[config.mk]
export PLATFORM = sky130hd
export DESIGN_NAME = pow2_slot_allocator_defrag
export DESIGN_NICKNAME = d
export VERILOG_FILES = /design/src/rtl/core/p2sa_pkg.sv /design/src/rtl/core/p2sa_move_buf.sv /design/src/rtl/core/pow2_slot_allocator_defrag.sv
export SDC_FILE = /design/constraint.sdc
export NUM_CORES = 2
export LEC_CHECK = 0
export ABC_CLOCK_PERIOD_IN_PS = 14950
export BUFFER_PORTS_ARGS = -buffer_cell sky130_fd_sc_hd__buf_2
export CAP_MARGIN = 10
export CORE_AREA = 2 2 356 534
export CTS_CLUSTER_DIAMETER = 30
export DETAILED_ROUTE_END_ITERATION = 10
export DIE_AREA = 0 0 358 536
export PLACE_DENSITY_LB_ADDON = 0.05
export SETUP_SLACK_MARGIN = 0.5
export SKIP_LAST_GASP = 1
export SYNTH_ARGS = -nofsm -noshare
export SYNTH_HDL_FRONTEND = slang
export SYNTH_SLANG_ARGS = --single-unit
[constraint.sdc]
create_clock -name clk -period 14.95 [get_ports clk]
set_input_delay 0.7475 -clock clk [delete_from_list [all_inputs] [get_ports clk]]
set_output_delay 0.7475 -clock clk [all_outputs]
set_load 0.03 [all_outputs]
[src/rtl/core/p2sa_pkg.sv]
// shared types, codes and constants of the aligned power-of-two slot allocator
// no dependencies
package p2sa_pkg;

	localparam int MAX_SLOTS   = 32;
	localparam int SLOT_W      = $clog2(MAX_SLOTS);
	localparam int CNT_W       = SLOT_W + 1;
	localparam int MARK_W      = 3;
	localparam int STACK_DEPTH = 6;
	localparam int DEPTH_W     = $clog2(STACK_DEPTH + 1);
	localparam int MAX_MOVES   = 63;
	localparam int REC_DEPTH   = 64;
	localparam int REC_IDX_W   = $clog2(REC_DEPTH);

	localparam logic [MARK_W-1:0] MARK_FREE = 3'd7;
	localparam logic [MARK_W-1:0] MARK_RESV = 3'd6;

	localparam logic REQ_ALLOC = 1'b0;
	localparam logic REQ_FREE  = 1'b1;

	localparam logic REC_MOVE  = 1'b0;
	localparam logic REC_FINAL = 1'b1;

	localparam logic CFG_CHUNK_SLOTS = 1'b0;
	localparam logic CFG_MOVE_REPORT = 1'b1;

	localparam logic [2:0] STAT_OK          = 3'd0;
	localparam logic [2:0] STAT_BAD_SIZE    = 3'd1;
	localparam logic [2:0] STAT_FULL        = 3'd2;
	localparam logic [2:0] STAT_BAD_OFFSET  = 3'd3;
	localparam logic [2:0] STAT_NOT_ALLOC   = 3'd4;
	localparam logic [2:0] STAT_NOT_START   = 3'd5;
	localparam logic [2:0] STAT_DEFRAG_FAIL = 3'd6;

	typedef struct packed {
		logic [SLOT_W-1:0] from;
		logic [SLOT_W-1:0] to;
		logic [4:0]        slots;
	} move_rec_t;

	typedef struct packed {
		logic clear;
		logic push;
		logic pop;
	} buf_ctl_t;

	typedef struct packed {
		logic [SLOT_W-1:0] base;
		logic [2:0]        wexp;
		logic [2:0]        sexp;
		logic [SLOT_W-1:0] o;
	} frame_t;

	// exponent of a power of two
	function automatic logic [2:0] exp_of(input logic [CNT_W-1:0] v);
		logic [2:0] e;
		e = 3'd0;
		for (int i = 0; i < CNT_W; i++) begin
			if (v[i]) e = 3'(i);
		end
		return e;
	endfunction

	function automatic logic [CNT_W-1:0] mask_of(input logic [2:0] e);
		return (CNT_W'(1) << e) - CNT_W'(1);
	endfunction

endpackage

[src/rtl/core/p2sa_move_buf.sv]
// move record queue: holds the moves of one allocation until it is known to succeed
// depends on p2sa_pkg
module p2sa_move_buf
	import p2sa_pkg::*;
(
	input  logic      clk,
	input  logic      arst_n,
	input  buf_ctl_t  ctl,
	input  move_rec_t wr_rec,
	output logic      empty,
	output move_rec_t rd_rec
);

	move_rec_t             rec_mem [REC_DEPTH];
	logic [REC_IDX_W-1:0]  wr_ptr_q;
	logic [REC_IDX_W-1:0]  rd_ptr_q;
	move_rec_t             rd_rec_q;

	always_ff @(posedge clk or negedge arst_n) begin
		if (!arst_n) begin
			wr_ptr_q <= '0;
			rd_ptr_q <= '0;
		end else if (ctl.clear) begin
			wr_ptr_q <= '0;
			rd_ptr_q <= '0;
		end else begin
			if (ctl.push) wr_ptr_q <= wr_ptr_q + REC_IDX_W'(1);
			if (ctl.pop) rd_ptr_q <= rd_ptr_q + REC_IDX_W'(1);
		end
	end

	always_ff @(posedge clk) begin
		if (ctl.push) rec_mem[wr_ptr_q] <= wr_rec;
		if (ctl.pop) rd_rec_q <= rec_mem[rd_ptr_q];
	end

	// never more than MAX_MOVES entries, so equal pointers mean empty
	assign empty  = (wr_ptr_q == rd_ptr_q);
	assign rd_rec = rd_rec_q;

endmodule

[src/rtl/core/pow2_slot_allocator_defrag.sv]
// Aligned power-of-two slot allocator with defragmentation.
// Request channel (req_valid/req_stall): req_type 0 allocates piece_slots slots,
// aligned to their size; req_type 1 frees the piece starting at free_offset.
// One request is worked on at a time; req_stall is high while it runs.
// Record channel (rec_valid/rec_stall): zero or more move records (record_kind 0),
// then exactly one final response (record_kind 1, last 1) per request.
// Config channel (cfg_valid/cfg_ready, cfg_index, cfg_data): 0 chunk_slots, which
// also frees every slot, 1 move_report_enable. Taken only while idle.
// Operation: all marks sit in one 32-entry memory with a registered read, and
// sweeps visit one slot per cycle. A free checks the start mark, then rewrites
// the piece slot by slot. An allocation first snapshots the marks, then scans for
// an empty window; on a miss each defrag level adds a window scan, a reserve pass,
// a probe of each slot position and, for each move, a copy and a release of the
// piece plus the nested scans. A failed defrag adds a restore pass. Moves are
// queued and only sent once the allocation succeeds, one record at a time.
// Reset: all slots free, chunk_slots 32, move reports on. No clearing pass:
// per-slot valid bits make unwritten slots read as free.
// A stalled receiver holds the output register and the sequencer waits on it.
// depends on p2sa_pkg, p2sa_move_buf
module pow2_slot_allocator_defrag
	import p2sa_pkg::*;
(
	input  logic              clk,
	input  logic              arst_n,
	input  logic              req_valid,
	output logic              req_stall,
	input  logic              req_type,
	input  logic [CNT_W-1:0]  piece_slots,
	input  logic [SLOT_W-1:0] free_offset,
	output logic              rec_valid,
	input  logic              rec_stall,
	output logic              record_kind,
	output logic [2:0]        status,
	output logic [SLOT_W-1:0] alloc_offset,
	output logic [SLOT_W-1:0] move_from,
	output logic [SLOT_W-1:0] move_to,
	output logic [4:0]        move_slots,
	output logic [CNT_W-1:0]  free_slots_left,
	output logic              last,
	input  logic              cfg_valid,
	output logic              cfg_ready,
	input  logic              cfg_index,
	input  logic [CNT_W-1:0]  cfg_data
);

	localparam logic [3:0] ST_IDLE       = 4'd0;
	localparam logic [3:0] ST_FREE_CHK   = 4'd1;
	localparam logic [3:0] ST_FILL       = 4'd2;
	localparam logic [3:0] ST_SNAP       = 4'd3;
	localparam logic [3:0] ST_SCAN       = 4'd4;
	localparam logic [3:0] ST_RESV       = 4'd5;
	localparam logic [3:0] ST_D_RD       = 4'd6;
	localparam logic [3:0] ST_D_CHK      = 4'd7;
	localparam logic [3:0] ST_MOVE       = 4'd8;
	localparam logic [3:0] ST_MOVE2      = 4'd9;
	localparam logic [3:0] ST_D_NEXT     = 4'd10;
	localparam logic [3:0] ST_ALLOC_FIN  = 4'd11;
	localparam logic [3:0] ST_RESTORE    = 4'd12;
	localparam logic [3:0] ST_FLUSH_RD   = 4'd13;
	localparam logic [3:0] ST_FLUSH_WAIT = 4'd14;
	localparam logic [3:0] ST_RESP       = 4'd15;

	localparam logic SCAN_EMPTY   = 1'b0;
	localparam logic SCAN_EMPTIER = 1'b1;

	// marks memory: low half current mark, high half snapshot
	logic [2*MARK_W-1:0] marks_mem [MAX_SLOTS];
	logic [2*MARK_W-1:0] mem_rd_q;
	logic                rd_ok_q;
	logic [MAX_SLOTS-1:0] valid_q;

	logic [3:0]          state_q;
	logic [CNT_W-1:0]    chunk_q;
	logic                report_en_q;
	logic [CNT_W-1:0]    free_cnt_q;

	logic [CNT_W-1:0]    piece_q;
	logic [2:0]          piece_exp_q;
	logic [SLOT_W-1:0]   off_q;
	logic [2:0]          status_q;
	logic [SLOT_W-1:0]   aoff_q;
	logic [CNT_W-1:0]    move_cnt_q;

	logic [CNT_W-1:0]    ptr_q;
	logic [CNT_W-1:0]    lim_q;
	logic                pv_s1;
	logic [SLOT_W-1:0]   pa_s1;

	logic                scan_mode_q;
	logic [2:0]          scan_wexp_q;
	logic                win_ok_q;
	logic [CNT_W-1:0]    win_cnt_q;
	logic [CNT_W-1:0]    best_q;
	logic [SLOT_W-1:0]   best_at_q;

	logic [SLOT_W-1:0]   fill_at_q;
	logic [CNT_W-1:0]    fill_left_q;
	logic [MARK_W-1:0]   fill_mark_q;
	logic [3:0]          fill_next_q;

	frame_t              defrag_stack_q [STACK_DEPTH];
	logic [SLOT_W-1:0]   cur_base_q;
	logic [2:0]          cur_wexp_q;
	logic [2:0]          cur_sexp_q;
	logic [SLOT_W-1:0]   cur_o_q;
	logic [DEPTH_W-1:0]  depth_q;
	logic                in_defrag_q;
	logic [SLOT_W-1:0]   dst_q;

	logic                rec_valid_q;
	logic                record_kind_q;
	logic [2:0]          rec_status_q;
	logic [SLOT_W-1:0]   alloc_offset_q;
	logic [SLOT_W-1:0]   move_from_q;
	logic [SLOT_W-1:0]   move_to_q;
	logic [4:0]          move_slots_q;
	logic [CNT_W-1:0]    free_left_q;
	logic                last_q;

	logic                req_acc;
	logic                cfg_acc;
	logic                out_free;
	logic                sweep_st;
	logic                issue;
	logic                sweep_done;
	logic [SLOT_W-1:0]   raddr;
	logic [MARK_W-1:0]   cur_mark;
	logic [MARK_W-1:0]   sav_mark;
	logic [SLOT_W-1:0]   wm;
	logic                first_w;
	logic                last_w;
	logic                is_free;
	logic                acc_ok;
	logic [CNT_W-1:0]    acc_cnt;
	logic [SLOT_W-1:0]   win_base;
	logic                scan_found;
	logic [2:0]          call_wexp;
	logic [DEPTH_W-1:0]  call_depth;
	logic                call_fail;
	logic [CNT_W-1:0]    s_slots;
	logic [CNT_W-1:0]    o_next;
	logic [CNT_W-1:0]    win_end;
	logic                piece_bad;
	logic [CNT_W-1:0]    cfg_chunk;
	logic [CNT_W-1:0]    free_size;
	logic [CNT_W:0]      free_sum;

	logic                we_cur;
	logic                we_sav;
	logic                set_v;
	logic [SLOT_W-1:0]   waddr;
	logic [MARK_W-1:0]   wcur;

	buf_ctl_t            buf_ctl;
	move_rec_t           buf_wr;
	move_rec_t           buf_rd;
	logic                buf_empty;

	assign cfg_ready = (state_q == ST_IDLE);
	assign req_stall = (state_q != ST_IDLE) || cfg_valid;
	assign req_acc   = req_valid && !req_stall;
	assign cfg_acc   = cfg_valid && cfg_ready;
	assign out_free  = !rec_valid_q || !rec_stall;

	assign cur_mark = rd_ok_q ? mem_rd_q[MARK_W-1:0] : MARK_FREE;
	assign sav_mark = rd_ok_q ? mem_rd_q[2*MARK_W-1:MARK_W] : MARK_FREE;

	assign sweep_st   = (state_q == ST_SNAP) || (state_q == ST_SCAN) ||
	                    (state_q == ST_RESV) || (state_q == ST_RESTORE);
	assign issue      = sweep_st && (ptr_q < lim_q);
	assign sweep_done = !(ptr_q < lim_q) && !pv_s1;

	always_comb begin
		case (state_q)
			ST_IDLE: raddr = free_offset;
			ST_D_RD: raddr = cur_o_q;
			default: raddr = ptr_q[SLOT_W-1:0];
		endcase
	end

	// window accumulation of the scan stage
	assign wm       = SLOT_W'(mask_of(scan_wexp_q));
	assign first_w  = ((pa_s1 & wm) == '0);
	assign last_w   = ((pa_s1 & wm) == wm);
	assign is_free  = (cur_mark == MARK_FREE);
	assign acc_ok   = first_w ? is_free : (win_ok_q && is_free);
	assign acc_cnt  = (first_w ? '0 : win_cnt_q) + CNT_W'(is_free);
	assign win_base = pa_s1 & ~wm;
	assign scan_found = (state_q == ST_SCAN) && pv_s1 && last_w && acc_ok &&
	                    (scan_mode_q == SCAN_EMPTY);

	assign call_wexp  = in_defrag_q ? cur_sexp_q : piece_exp_q;
	assign call_depth = in_defrag_q ? depth_q + DEPTH_W'(1) : '0;
	assign call_fail  = (call_wexp == 3'd0) || (call_depth >= DEPTH_W'(STACK_DEPTH));

	assign s_slots = CNT_W'(1) << cur_sexp_q;
	assign o_next  = {1'b0, cur_o_q} + s_slots;
	assign win_end = {1'b0, cur_base_q} + (CNT_W'(1) << cur_wexp_q);

	assign piece_bad = (piece_slots == '0) ||
	                   ((piece_slots & (piece_slots - CNT_W'(1))) != '0) ||
	                   (piece_slots > chunk_q);

	always_comb begin
		if (cfg_data == '0) cfg_chunk = CNT_W'(1);
		else if (cfg_data > CNT_W'(MAX_SLOTS)) cfg_chunk = CNT_W'(MAX_SLOTS);
		else cfg_chunk = cfg_data;
	end

	assign free_size = CNT_W'(1) << cur_mark;
	assign free_sum  = {1'b0, free_cnt_q} + {1'b0, free_size};

	always_comb begin
		we_cur = 1'b0;
		we_sav = 1'b0;
		set_v  = 1'b0;
		waddr  = pa_s1;
		wcur   = cur_mark;
		case (state_q)
			ST_FILL: begin
				we_cur = 1'b1;
				waddr  = fill_at_q;
				wcur   = fill_mark_q;
			end
			ST_RESV: begin
				we_cur = pv_s1 && is_free;
				wcur   = MARK_RESV;
			end
			ST_SNAP: begin
				we_cur = pv_s1;
				we_sav = pv_s1;
				set_v  = pv_s1;
			end
			ST_RESTORE: begin
				we_cur = pv_s1;
				wcur   = sav_mark;
			end
			default: ;
		endcase
	end

	always_ff @(posedge clk) begin
		if (we_cur) marks_mem[waddr][MARK_W-1:0] <= wcur;
		if (we_sav) marks_mem[waddr][2*MARK_W-1:MARK_W] <= cur_mark;
		mem_rd_q <= marks_mem[raddr];
	end

	assign buf_ctl.clear = req_acc && (req_type == REQ_ALLOC);
	assign buf_ctl.push  = (state_q == ST_MOVE2) && (move_cnt_q != CNT_W'(MAX_MOVES)) &&
	                       report_en_q;
	assign buf_ctl.pop   = (state_q == ST_FLUSH_RD) && !buf_empty;
	assign buf_wr.from   = cur_o_q;
	assign buf_wr.to     = dst_q;
	assign buf_wr.slots  = s_slots[4:0];

	p2sa_move_buf u_move_buf (
		.clk    (clk),
		.arst_n (arst_n),
		.ctl    (buf_ctl),
		.wr_rec (buf_wr),
		.empty  (buf_empty),
		.rd_rec (buf_rd)
	);

	always_ff @(posedge clk or negedge arst_n) begin
		if (!arst_n) begin
			state_q     <= ST_IDLE;
			chunk_q     <= CNT_W'(MAX_SLOTS);
			report_en_q <= 1'b1;
			free_cnt_q  <= CNT_W'(MAX_SLOTS);
			valid_q     <= '0;
			rd_ok_q     <= 1'b0;
			pv_s1       <= 1'b0;
			ptr_q       <= '0;
			lim_q       <= '0;
			move_cnt_q  <= '0;
			depth_q     <= '0;
			in_defrag_q <= 1'b0;
			rec_valid_q <= 1'b0;
		end else begin
			rd_ok_q <= valid_q[raddr];
			if (set_v) valid_q[waddr] <= 1'b1;

			pa_s1 <= ptr_q[SLOT_W-1:0];
			pv_s1 <= issue;
			if (issue) ptr_q <= ptr_q + CNT_W'(1);

			if (!rec_stall) rec_valid_q <= 1'b0;

			if (state_q == ST_SCAN && pv_s1) begin
				win_ok_q  <= acc_ok;
				win_cnt_q <= acc_cnt;
				if (last_w && scan_mode_q == SCAN_EMPTIER && acc_cnt > best_q) begin
					best_q    <= acc_cnt;
					best_at_q <= win_base;
				end
			end

			unique case (state_q)
				ST_IDLE: begin
					if (cfg_acc) begin
						if (cfg_index == CFG_CHUNK_SLOTS) begin
							chunk_q    <= cfg_chunk;
							free_cnt_q <= cfg_chunk;
							valid_q    <= '0;
						end else begin
							report_en_q <= cfg_data[0];
						end
					end
					if (req_acc) begin
						piece_q     <= piece_slots;
						piece_exp_q <= exp_of(piece_slots);
						off_q       <= free_offset;
						status_q    <= STAT_OK;
						aoff_q      <= '0;
						in_defrag_q <= 1'b0;
						if (req_type == REQ_FREE) begin
							if ({1'b0, free_offset} >= chunk_q) begin
								status_q <= STAT_BAD_OFFSET;
								state_q  <= ST_RESP;
							end else begin
								state_q <= ST_FREE_CHK;
							end
						end else if (piece_bad) begin
							status_q <= STAT_BAD_SIZE;
							state_q  <= ST_RESP;
						end else if (piece_slots > free_cnt_q) begin
							status_q <= STAT_FULL;
							state_q  <= ST_RESP;
						end else begin
							move_cnt_q <= '0;
							ptr_q      <= '0;
							lim_q      <= CNT_W'(MAX_SLOTS);
							state_q    <= ST_SNAP;
						end
					end
				end
				ST_FREE_CHK: begin
					if (cur_mark == MARK_FREE || cur_mark == MARK_RESV) begin
						status_q <= STAT_NOT_ALLOC;
						state_q  <= ST_RESP;
					end else if (({1'b0, off_q} & (free_size - CNT_W'(1))) != '0) begin
						status_q <= STAT_NOT_START;
						state_q  <= ST_RESP;
					end else begin
						free_cnt_q  <= (free_sum > {1'b0, chunk_q}) ? chunk_q :
						               free_sum[CNT_W-1:0];
						fill_at_q   <= off_q;
						fill_left_q <= free_size;
						fill_mark_q <= MARK_FREE;
						fill_next_q <= ST_RESP;
						state_q     <= ST_FILL;
					end
				end
				ST_FILL: begin
					fill_at_q   <= fill_at_q + SLOT_W'(1);
					fill_left_q <= fill_left_q - CNT_W'(1);
					if (fill_left_q == CNT_W'(1)) state_q <= fill_next_q;
				end
				ST_SNAP: begin
					if (sweep_done) begin
						ptr_q       <= '0;
						lim_q       <= chunk_q & ~mask_of(piece_exp_q);
						scan_wexp_q <= piece_exp_q;
						scan_mode_q <= SCAN_EMPTY;
						best_q      <= '0;
						state_q     <= ST_SCAN;
					end
				end
				ST_SCAN: begin
					if (scan_found) begin
						dst_q   <= win_base;
						pv_s1   <= 1'b0;
						state_q <= in_defrag_q ? ST_MOVE : ST_ALLOC_FIN;
					end else if (sweep_done) begin
						if (scan_mode_q == SCAN_EMPTY) begin
							if (call_fail) begin
								ptr_q    <= '0;
								lim_q    <= CNT_W'(MAX_SLOTS);
								status_q <= STAT_DEFRAG_FAIL;
								state_q  <= ST_RESTORE;
							end else begin
								// descend one defrag level, parent frame (if any) onto the stack
								if (in_defrag_q) begin
									defrag_stack_q[depth_q[DEPTH_W-1:0]] <=
										'{base: cur_base_q, wexp: cur_wexp_q,
										  sexp: cur_sexp_q, o: cur_o_q};
								end
								depth_q     <= call_depth;
								in_defrag_q <= 1'b1;
								cur_wexp_q  <= call_wexp;
								ptr_q       <= '0;
								lim_q       <= chunk_q & ~mask_of(call_wexp);
								scan_wexp_q <= call_wexp;
								scan_mode_q <= SCAN_EMPTIER;
								best_q      <= '0;
							end
						end else if (best_q != '0) begin
							cur_base_q <= best_at_q;
							ptr_q      <= {1'b0, best_at_q};
							lim_q      <= {1'b0, best_at_q} + (CNT_W'(1) << cur_wexp_q);
							state_q    <= ST_RESV;
						end else begin
							ptr_q    <= '0;
							lim_q    <= CNT_W'(MAX_SLOTS);
							status_q <= STAT_DEFRAG_FAIL;
							state_q  <= ST_RESTORE;
						end
					end
				end
				ST_RESV: begin
					if (sweep_done) begin
						cur_sexp_q <= cur_wexp_q - 3'd1;
						cur_o_q    <= cur_base_q;
						state_q    <= ST_D_RD;
					end
				end
				ST_D_RD: begin
					state_q <= ST_D_CHK;
				end
				ST_D_CHK: begin
					if (cur_mark == cur_sexp_q) begin
						ptr_q       <= '0;
						lim_q       <= chunk_q & ~mask_of(cur_sexp_q);
						scan_wexp_q <= cur_sexp_q;
						scan_mode_q <= SCAN_EMPTY;
						best_q      <= '0;
						state_q     <= ST_SCAN;
					end else begin
						state_q <= ST_D_NEXT;
					end
				end
				ST_MOVE: begin
					fill_at_q   <= dst_q;
					fill_left_q <= s_slots;
					fill_mark_q <= cur_sexp_q;
					fill_next_q <= ST_MOVE2;
					state_q     <= ST_FILL;
				end
				ST_MOVE2: begin
					if (move_cnt_q == CNT_W'(MAX_MOVES)) begin
						ptr_q    <= '0;
						lim_q    <= CNT_W'(MAX_SLOTS);
						status_q <= STAT_DEFRAG_FAIL;
						state_q  <= ST_RESTORE;
					end else begin
						move_cnt_q  <= move_cnt_q + CNT_W'(1);
						fill_at_q   <= cur_o_q;
						fill_left_q <= s_slots;
						fill_mark_q <= MARK_RESV;
						fill_next_q <= ST_D_NEXT;
						state_q     <= ST_FILL;
					end
				end
				ST_D_NEXT: begin
					if (o_next < win_end) begin
						cur_o_q <= o_next[SLOT_W-1:0];
						state_q <= ST_D_RD;
					end else if (cur_sexp_q != 3'd0) begin
						cur_sexp_q <= cur_sexp_q - 3'd1;
						cur_o_q    <= cur_base_q;
						state_q    <= ST_D_RD;
					end else begin
						// window cleared: hand its base back to the caller
						dst_q <= cur_base_q;
						if (depth_q == '0) begin
							state_q <= ST_ALLOC_FIN;
						end else begin
							cur_base_q <= defrag_stack_q[depth_q - DEPTH_W'(1)].base;
							cur_wexp_q <= defrag_stack_q[depth_q - DEPTH_W'(1)].wexp;
							cur_sexp_q <= defrag_stack_q[depth_q - DEPTH_W'(1)].sexp;
							cur_o_q    <= defrag_stack_q[depth_q - DEPTH_W'(1)].o;
							depth_q    <= depth_q - DEPTH_W'(1);
							state_q    <= ST_MOVE;
						end
					end
				end
				ST_ALLOC_FIN: begin
					in_defrag_q <= 1'b0;
					free_cnt_q  <= free_cnt_q - piece_q;
					aoff_q      <= dst_q;
					fill_at_q   <= dst_q;
					fill_left_q <= piece_q;
					fill_mark_q <= piece_exp_q;
					fill_next_q <= ST_FLUSH_RD;
					state_q     <= ST_FILL;
				end
				ST_RESTORE: begin
					if (sweep_done) begin
						in_defrag_q <= 1'b0;
						state_q     <= ST_RESP;
					end
				end
				ST_FLUSH_RD: begin
					state_q <= buf_empty ? ST_RESP : ST_FLUSH_WAIT;
				end
				ST_FLUSH_WAIT: begin
					if (out_free) begin
						rec_valid_q    <= 1'b1;
						record_kind_q  <= REC_MOVE;
						rec_status_q   <= STAT_OK;
						alloc_offset_q <= '0;
						move_from_q    <= buf_rd.from;
						move_to_q      <= buf_rd.to;
						move_slots_q   <= buf_rd.slots;
						free_left_q    <= '0;
						last_q         <= 1'b0;
						state_q        <= ST_FLUSH_RD;
					end
				end
				ST_RESP: begin
					if (out_free) begin
						rec_valid_q    <= 1'b1;
						record_kind_q  <= REC_FINAL;
						rec_status_q   <= status_q;
						alloc_offset_q <= aoff_q;
						move_from_q    <= '0;
						move_to_q      <= '0;
						move_slots_q   <= '0;
						free_left_q    <= free_cnt_q;
						last_q         <= 1'b1;
						state_q        <= ST_IDLE;
					end
				end
				default: state_q <= ST_IDLE;
			endcase
		end
	end

	assign rec_valid       = rec_valid_q;
	assign record_kind     = record_kind_q;
	assign status          = rec_status_q;
	assign alloc_offset    = alloc_offset_q;
	assign move_from       = move_from_q;
	assign move_to         = move_to_q;
	assign move_slots      = move_slots_q;
	assign free_slots_left = free_left_q;
	assign last            = last_q;

endmodule

Word level (Yosys, flattened, before mapping):

Memories as Yosys holds them, arrays and structs flattened. A register that Yosys moved wholly into a read port is not among the register bits.
Cells that the tools add are included.

* reduce and logical (&&, ||, !) cells: 87
* shift-type cells: 6
* bitwise gates (word level): 15
* muxes and demuxes: 224
* equal/unequal tests: 57
* $lt $le $gt $ge: 12
* add/subtract/negate cells: 22

Operators by type and width (count)
* $mux W6: 52
* $mux W5: 26
* $mux W32: 4
* $mux W3: 41
* $mux W4: 25
* $pmux W5 S2: 9
* $pmux W6 S5: 3
* $pmux W4 S15: 1
* $ne A2 B2 Y1 const B: 23
* $mux W1: 38
* $pmux W6 S3: 2
* $reduce_and A9 Y1: 4
* $eq A4 B4 Y1 const B: 8
* $or A32 B32 Y32: 1
* $reduce_and A5 Y1: 6
* $shl A1 B3 Y6 const A: 5
* $add A6 B1 Y6 const B: 4
* $and A6 B6 Y6: 4
* $pmux W3 S2: 4
* $pmux W3 S4: 2
* $pmux W6 S2: 2
* $pmux W5 S4: 1
* $reduce_bool A4 Y1: 5
* $add A5 B6 Y6: 3
* 63 further kinds: 150

* memories kept: 3
* register bits: 204
* bits in writable memories: 1248

Memory list
* u_move_buf.rec_mem: words 64, width 15, rd ports 1, clocked after memory_dff 1, write ports 1, RTL line p2sa_move_buf.sv:14 `move_rec_t rec_mem [REC_DEPTH];`
* marks_mem: words 32, width 6, rd ports 1, clocked after memory_dff 1, write ports 1, RTL line pow2_slot_allocator_defrag.sv:67 `logic [2*MARK_W-1:0] marks_mem [MAX_SLOTS];`
* defrag_stack_q: words 6, width 16, rd ports 1, clocked after memory_dff 0, write ports 1, RTL line pow2_slot_allocator_defrag.sv:101 `frame_t defrag_stack_q [STACK_DEPTH];`

Depth between registers and ports, before layout:

* depth in word-level cells: 15
* gate-level depth with buffers: 20
* gate-level depth less buffers: 18

Hierarchy:

From an unflattened synthesis, not the netlist that was laid out.

* cell total of the unflattened synthesis: 3965
* area total of the unflattened synthesis: 62205.9 um^2

By module, submodules not included
* p2sa_move_buf: area each 38187.9 um^2, cells an instance 1903, instances 1
* pow2_slot_allocator_defrag: area each 24018.0 um^2, cells an instance 2062, instances 1

Least setup slack after synthesis:

Ideal clock, no wire load.

* kind: flip-flop to flip-flop
* start point: reg cur_sexp_q[0]
* end point: reg dst_q[0], enable pin
* setup time: 0.313 ns
* slack: 9.986 ns
* path buffers: 1
* arrival: 4.651 ns
* stages on the path, launching flop included: 16
* clock period less this slack: 4.964 ns
* cell sequence: edfxtp_1 > inv_1 > ha_1 > nand2b_1 > clkbuf_1 > clkinv_1 > ha_1 > fa_1 > xor2_1 > ha_1 > nand2_1 > o21a_1 > o21ai_1 > nand2_1 > nor2_1 > o21a_1

* word-level cells in the longest chain between the ends: 5
* elaborated cells between the ends (all ways): 7

RTL lines
* from (decl): RTL line pow2_slot_allocator_defrag.sv:104 `logic [2:0] cur_sexp_q;`
* from (signal assigned): RTL line pow2_slot_allocator_defrag.sv:413 `cur_sexp_q <= cur_wexp_q - 3'd1;`
* from (signal assigned): RTL line pow2_slot_allocator_defrag.sv:460 `cur_sexp_q <= cur_sexp_q - 3'd1;`
* from (signal assigned): RTL line pow2_slot_allocator_defrag.sv:471 `cur_sexp_q <= defrag_stack_q[depth_q - DEPTH_W'(1)].sexp;`
* $shl A1 B3 Y6: RTL line pow2_slot_allocator_defrag.sv:196 `assign s_slots = CNT_W'(1) << cur_sexp_q;`
* net s_slots[0]: RTL line pow2_slot_allocator_defrag.sv:140 `logic [CNT_W-1:0] s_slots;`
* $add A5 B6 Y6: RTL line pow2_slot_allocator_defrag.sv:197 `assign o_next = {1'b0, cur_o_q} + s_slots;`
* $lt A6 B6 Y1: RTL line pow2_slot_allocator_defrag.sv:456 `if (o_next < win_end) begin`
* $ne A2 B2 Y1 (no source line)
* $reduce_and A5 Y1 (no source line)
* to (signal assigned): RTL line pow2_slot_allocator_defrag.sv:372 `dst_q <= win_base;`
* to (signal assigned): RTL line pow2_slot_allocator_defrag.sv:465 `dst_q <= cur_base_q;`
* to (decl): RTL line pow2_slot_allocator_defrag.sv:108 `logic [SLOT_W-1:0] dst_q;`

The timed path passes the listed nets, and every way through them passes these cells.
A chain may end at the register's enable or synchronous reset.

Worst setup path in the final report:

* start point: reg state_q[1]
* end point: mem u_move_buf.rec_mem[62][8] in the netlist's numbering, enable pin

* word-level cells in the longest chain between the ends: 5

RTL lines
* from (decl): RTL line pow2_slot_allocator_defrag.sv:72 `logic [3:0] state_q;`
* from (signal assigned): RTL line pow2_slot_allocator_defrag.sv:358 `if (fill_left_q == CNT_W'(1)) state_q <= fill_next_q;`
* from (signal assigned): RTL line pow2_slot_allocator_defrag.sv:374 `state_q <= in_defrag_q ? ST_MOVE : ST_ALLOC_FIN;`
* $eq A4 B4 Y1: RTL line pow2_slot_allocator_defrag.sv:249 `assign buf_ctl.push = (state_q == ST_MOVE2) && (move_cnt_q != CNT_W'(MAX_MOVES)) &&`
* $logic_and A1 B1 Y1 (2 in series): RTL line pow2_slot_allocator_defrag.sv:249
* $mux W1: RTL line p2sa_move_buf.sv:33 `if (ctl.push) rec_mem[wr_ptr_q] <= wr_rec;`
* $mux W1 (not written as such): RTL line p2sa_move_buf.sv:33
* to (decl): RTL line p2sa_move_buf.sv:14

Every way passes these cells.

==> impl_metrics.py <==
metrics = {
    "status": {
        "status": "completed",
    },
    "critical_path": {
        "path_delay_family": "simple AND/OR/NAND/NOR gates",
        "crit_start": "state_q[1]",
        "crit_path_start_kind": "flip-flop",
        "r2r-start": "state_q[1]",
        "cp_cell_sequence": "inv_1, nand2_1, nor2_1, inv_1, a31oi_2, buf_4, nand2_1, nor2_1, nand3_1, buf_4, nor2_2",
        "rr_endpoint": "u_move_buf.rec_mem[62][8]",
        "slowest_stage": "nor2_2",
        "slowest_delay_ps": 810,
        "cp_data_required_time_ps": 15380,
        "critPathBufInv": 4,
        "endpoint": "u_move_buf.rec_mem[62][8]",
        "rr_worst_depth": 11,
        "worst-path-max-fanout": 19,
        "r2r_setup_slack_ps": 9680,
        "cp.depth": 11,
        "end_kind": "flip-flop",
        "critPathKind": "flip-flop to flip-flop",
        "arrival_ps": 5700,
    },
    "die": {
        "design.portCount": 58,
        "die_height_um": 536,
        "fp.dieW_um": 358,
        "initial_core_util_pct": 32.8,
        "die-area_mm2": 0.192,
        "core_mm2": 0.187,
        "num_rows": 195,
    },
    "finish": {
        "syn_to_final_growth_pct": 22.7,
        "post-route-util_pct": 40.3,
        "layout.nets": 3942,
        "layout-drive-gt1-share_pct": 27.1,
        "fin_area_mm2": 0.0755,
    },
    "placement": {
        "routabilityCongestion": 0.878,
        "io_buffers": 57,
        "post_dp_cell_area_mm2": 0.0651,
        "dp_hpwl_um": 124000,
    },
    "drt": {
        "viasPerCell": 5.26,
        "drc": 0,
        "dr_total_vias": 34316,
        "drt-total-wl_um": 192000,
        "firstDrtPassIters": 8,
        "post_drt_wl_per_cell_um": 29.4,
        "ant_nets": 0,
        "drtIter0Drc": 2765,
    },
    "global_route": {
        "track_usage_pct": 20.0,
        "grt_pass1_vias": 36557,
        "grt_max_degree": 140,
        "overflow": 0,
        "antenna_found_initial": 10,
        "grt_first_pass_wirelength_um": 274000,
    },
    "sta": {
        "tns_ps": 0,
        "drv_slew": 0,
        "fin_crit_sh_pct": 35.3,
        "worst_clock_skew_ps": 53.2,
        "max_freq_ghz": 0.190,
        "rsz0062_at_grt": "false",
        "finalHoldViolations": 0,
        "fin_crit_ps": 5270,
        "worst_slew_pin_slew_ps": 1230,
        "slew_headroom_pct": 17.9,
        "setup_viol": 0,
    },
    "power_and_ir_drop": {
        "power_density_mw_per_mm2": 214,
        "power.leakage_nw": 25.3,
        "ir_drop_v": 0.000142,
    },
    "logic_synthesis": {
        "syn_inst": 3559,
        "syn-mean-instance-area_um2": 17.3,
        "synth_mux_area_share_pct": 13.0,
        "yosysWarnings": 0,
        "synth-edff-count": 1380,
        "seq_area_frac_synth_pct": 71.0,
        "synthAdderAreaFrac_pct": 2.01,
        "synth_seq_cells": 1472,
        "yosys.area_share.simple_pct": 6.88,
        "synth-xor-area-share_pct": 0.896,
        "synth_compound_area_share_pct": 4.53,
        "synthFlopType": "edfxtp_1",
        "async_flop_share_pct": 5.84,
        "synth_top_family_by_area": "multiplexers",
        "syn-cell-area_mm2": 0.0616,
        "synth.distinct_cells": 91,
        "synth_nets": 3678,
    },
    "cts": {
        "cts_tree": "built",
        "cts_root_buf": "clkbuf_16",
        "hold_buffers": 1,
        "numCtsBuffers": 305,
        "htreeDepth": 5,
        "clkLatencyLatePin_ps": 830,
        "cts_setup_buffers": 0,
        "ctsResizeCount": 0,
        "clkSinkCount": 1472,
        "clk_pin_slew_ps": 40,
        "clk_path_buf_depth": 4,
    },
    "min_path": {
        "hp-class": "primary input to flip-flop",
    },
    "flow_run": {
        "cap_violations": 0,
    },
}
## per-layer routing
layer	GRT usage [%]	part of all wire, %
met4	7.32	3.7
met5	0	0
met3	3.12	4.4
met2	35.9	53
met1	24.1	39
## stage by stage
step	power (mW)	hold slack, ps	cells	setup WS, ps
floorplan	7.74	443	3559	9990
global placement	9.47	467	5975	9670
detailed placement	9.50	474	5976	9570
CTS	16.4	140	6525	9610
global route	16.8	182	6527	9250
finish	16.2	191	6529	9680
## synth_stat cells, types with 18 or more instances
| library cell | n | share of area [%] |
|---|---|---|
| edfxtp_1 | 1380 | 67 |
| and2_1 | 23 | 0.23 |
| a21oi_1 | 86 | 0.70 |
| nand2b_1 | 23 | 0.23 |
| o21a_1 | 38 | 0.46 |
| a211oi_1 | 40 | 0.49 |
| clkbuf_1 | 122 | 0.74 |
| and3_1 | 62 | 0.63 |
| nor2b_1 | 34 | 0.35 |
| o22ai_1 | 18 | 0.18 |
| xor2_1 | 25 | 0.36 |
| buf_2 | 22 | 0.18 |
| nand3_1 | 107 | 0.87 |
| ha_1 | 90 | 1.8 |
| o21ai_0 | 68 | 0.55 |
| nand2_1 | 250 | 1.5 |
| nand4_1 | 24 | 0.24 |
| nor2_1 | 238 | 1.5 |
| buf_1 | 38 | 0.23 |
| xnor2_1 | 38 | 0.54 |
| dfrtp_1 | 83 | 3.4 |
| inv_1 | 74 | 0.45 |
| mux2i_1 | 33 | 0.54 |
| mux4_2 | 331 | 12 |
| nor4_1 | 19 | 0.19 |
| nor3_1 | 36 | 0.29 |
| a21o_1 | 19 | 0.23 |
## kinds of logic (layout without fill, tap and decap cells)
logic type / Yosys count / count (layout)
and+or+nand+nor: 880 / 880
xor gates and xnor gates: 63 / 63
adders and majority gates: 96 / 96
muxes: 381 / 381
AOI/OAI and AO/OA: 404 / 404
buffers and inverters: 263 / 768
DFF: 1472 / 1472
other: 0 / 3
## sequential cells by signal, indices dropped and copies added, names as in the netlist, 15 cells and up
| signal | flops |
|---|---|
| u_move_buf.rec_mem | 960 |
| marks_mem | 192 |
| defrag_stack_q | 96 |
| valid_q | 32 |
| u_move_buf.rd_rec | 15 |
## area by class of cell
cell class / instances / area [µm²]
clock buffers: 342 / 7940
flip-flops and latches: 1472 / 43700
multi-input cells: 1824 / 17000
fillers: 16974 / 112000
clock inverters: 206 / 2460
inverters: 78 / 298
repair buffers: 142 / 971
diodes: 3 / 7.51
well taps: 2462 / 3080
## worst min path at each step
stage	start	end	cells after the start
after detailed placement	valid_q[29]	valid_q[29]	1
after floorplan	move_cnt_q[5]	move_cnt_q[5]	1
after CTS	piece_slots[0]	piece_q[0]	1
final	piece_slots[0]	piece_q[0]	1
after global placement	valid_q[28]	valid_q[28]	1
after global routing	piece_slots[0]	piece_q[0]	1
## where the power goes
group	leakage [nW]	total, mW	internal, mW	switching, mW
logic	6.65	4.16	1.62	2.54
clock network	5.02	6.85	4.58	2.27
registers	13.6	5.14	4.83	0.312
## placed cells by master (no fill, tap or decap), types with 13 or more instances in the layout
| master | Yosys | routed |
|---|---|---|
| and3_1 | 62 | 62 |
| clkbuf_1 | 122 | 28 |
| mux2_2 | 15 | 15 |
| inv_1 | 74 | 72 |
| nor2b_1 | 34 | 33 |
| clkinv_2 | 0 | 49 |
| nand2b_1 | 23 | 22 |
| and2_1 | 23 | 22 |
| nor4_1 | 19 | 19 |
| xor2_1 | 25 | 25 |
| a211oi_1 | 40 | 40 |
| o211ai_1 | 13 | 13 |
| nand2_1 | 250 | 249 |
| buf_2 | 22 | 56 |
| o21a_1 | 38 | 38 |
| nand4_1 | 24 | 24 |
| dfrtp_1 | 83 | 78 |
| clkbuf_16 | 0 | 312 |
| nand3_1 | 107 | 105 |
| and4_1 | 17 | 17 |
| mux4_2 | 331 | 331 |
| a2111oi_0 | 16 | 16 |
| clkinvlp_4 | 0 | 33 |
| a21oi_1 | 86 | 86 |
| o22ai_1 | 18 | 18 |
| nor2_2 | 3 | 64 |
| nor3_1 | 36 | 30 |
| ha_1 | 90 | 90 |
| clkinv_4 | 0 | 14 |
| a21o_1 | 19 | 19 |
| edfxtp_1 | 1380 | 1380 |
| clkinv_1 | 2 | 25 |
| buf_4 | 1 | 81 |
| xnor2_1 | 38 | 38 |
| o21ai_0 | 68 | 68 |
| bufinv_16 | 0 | 43 |
| nor2_1 | 238 | 175 |
| inv_6 | 0 | 32 |
| mux2i_1 | 33 | 33 |
Note: power is estimated with default switching activity, not from simulation.
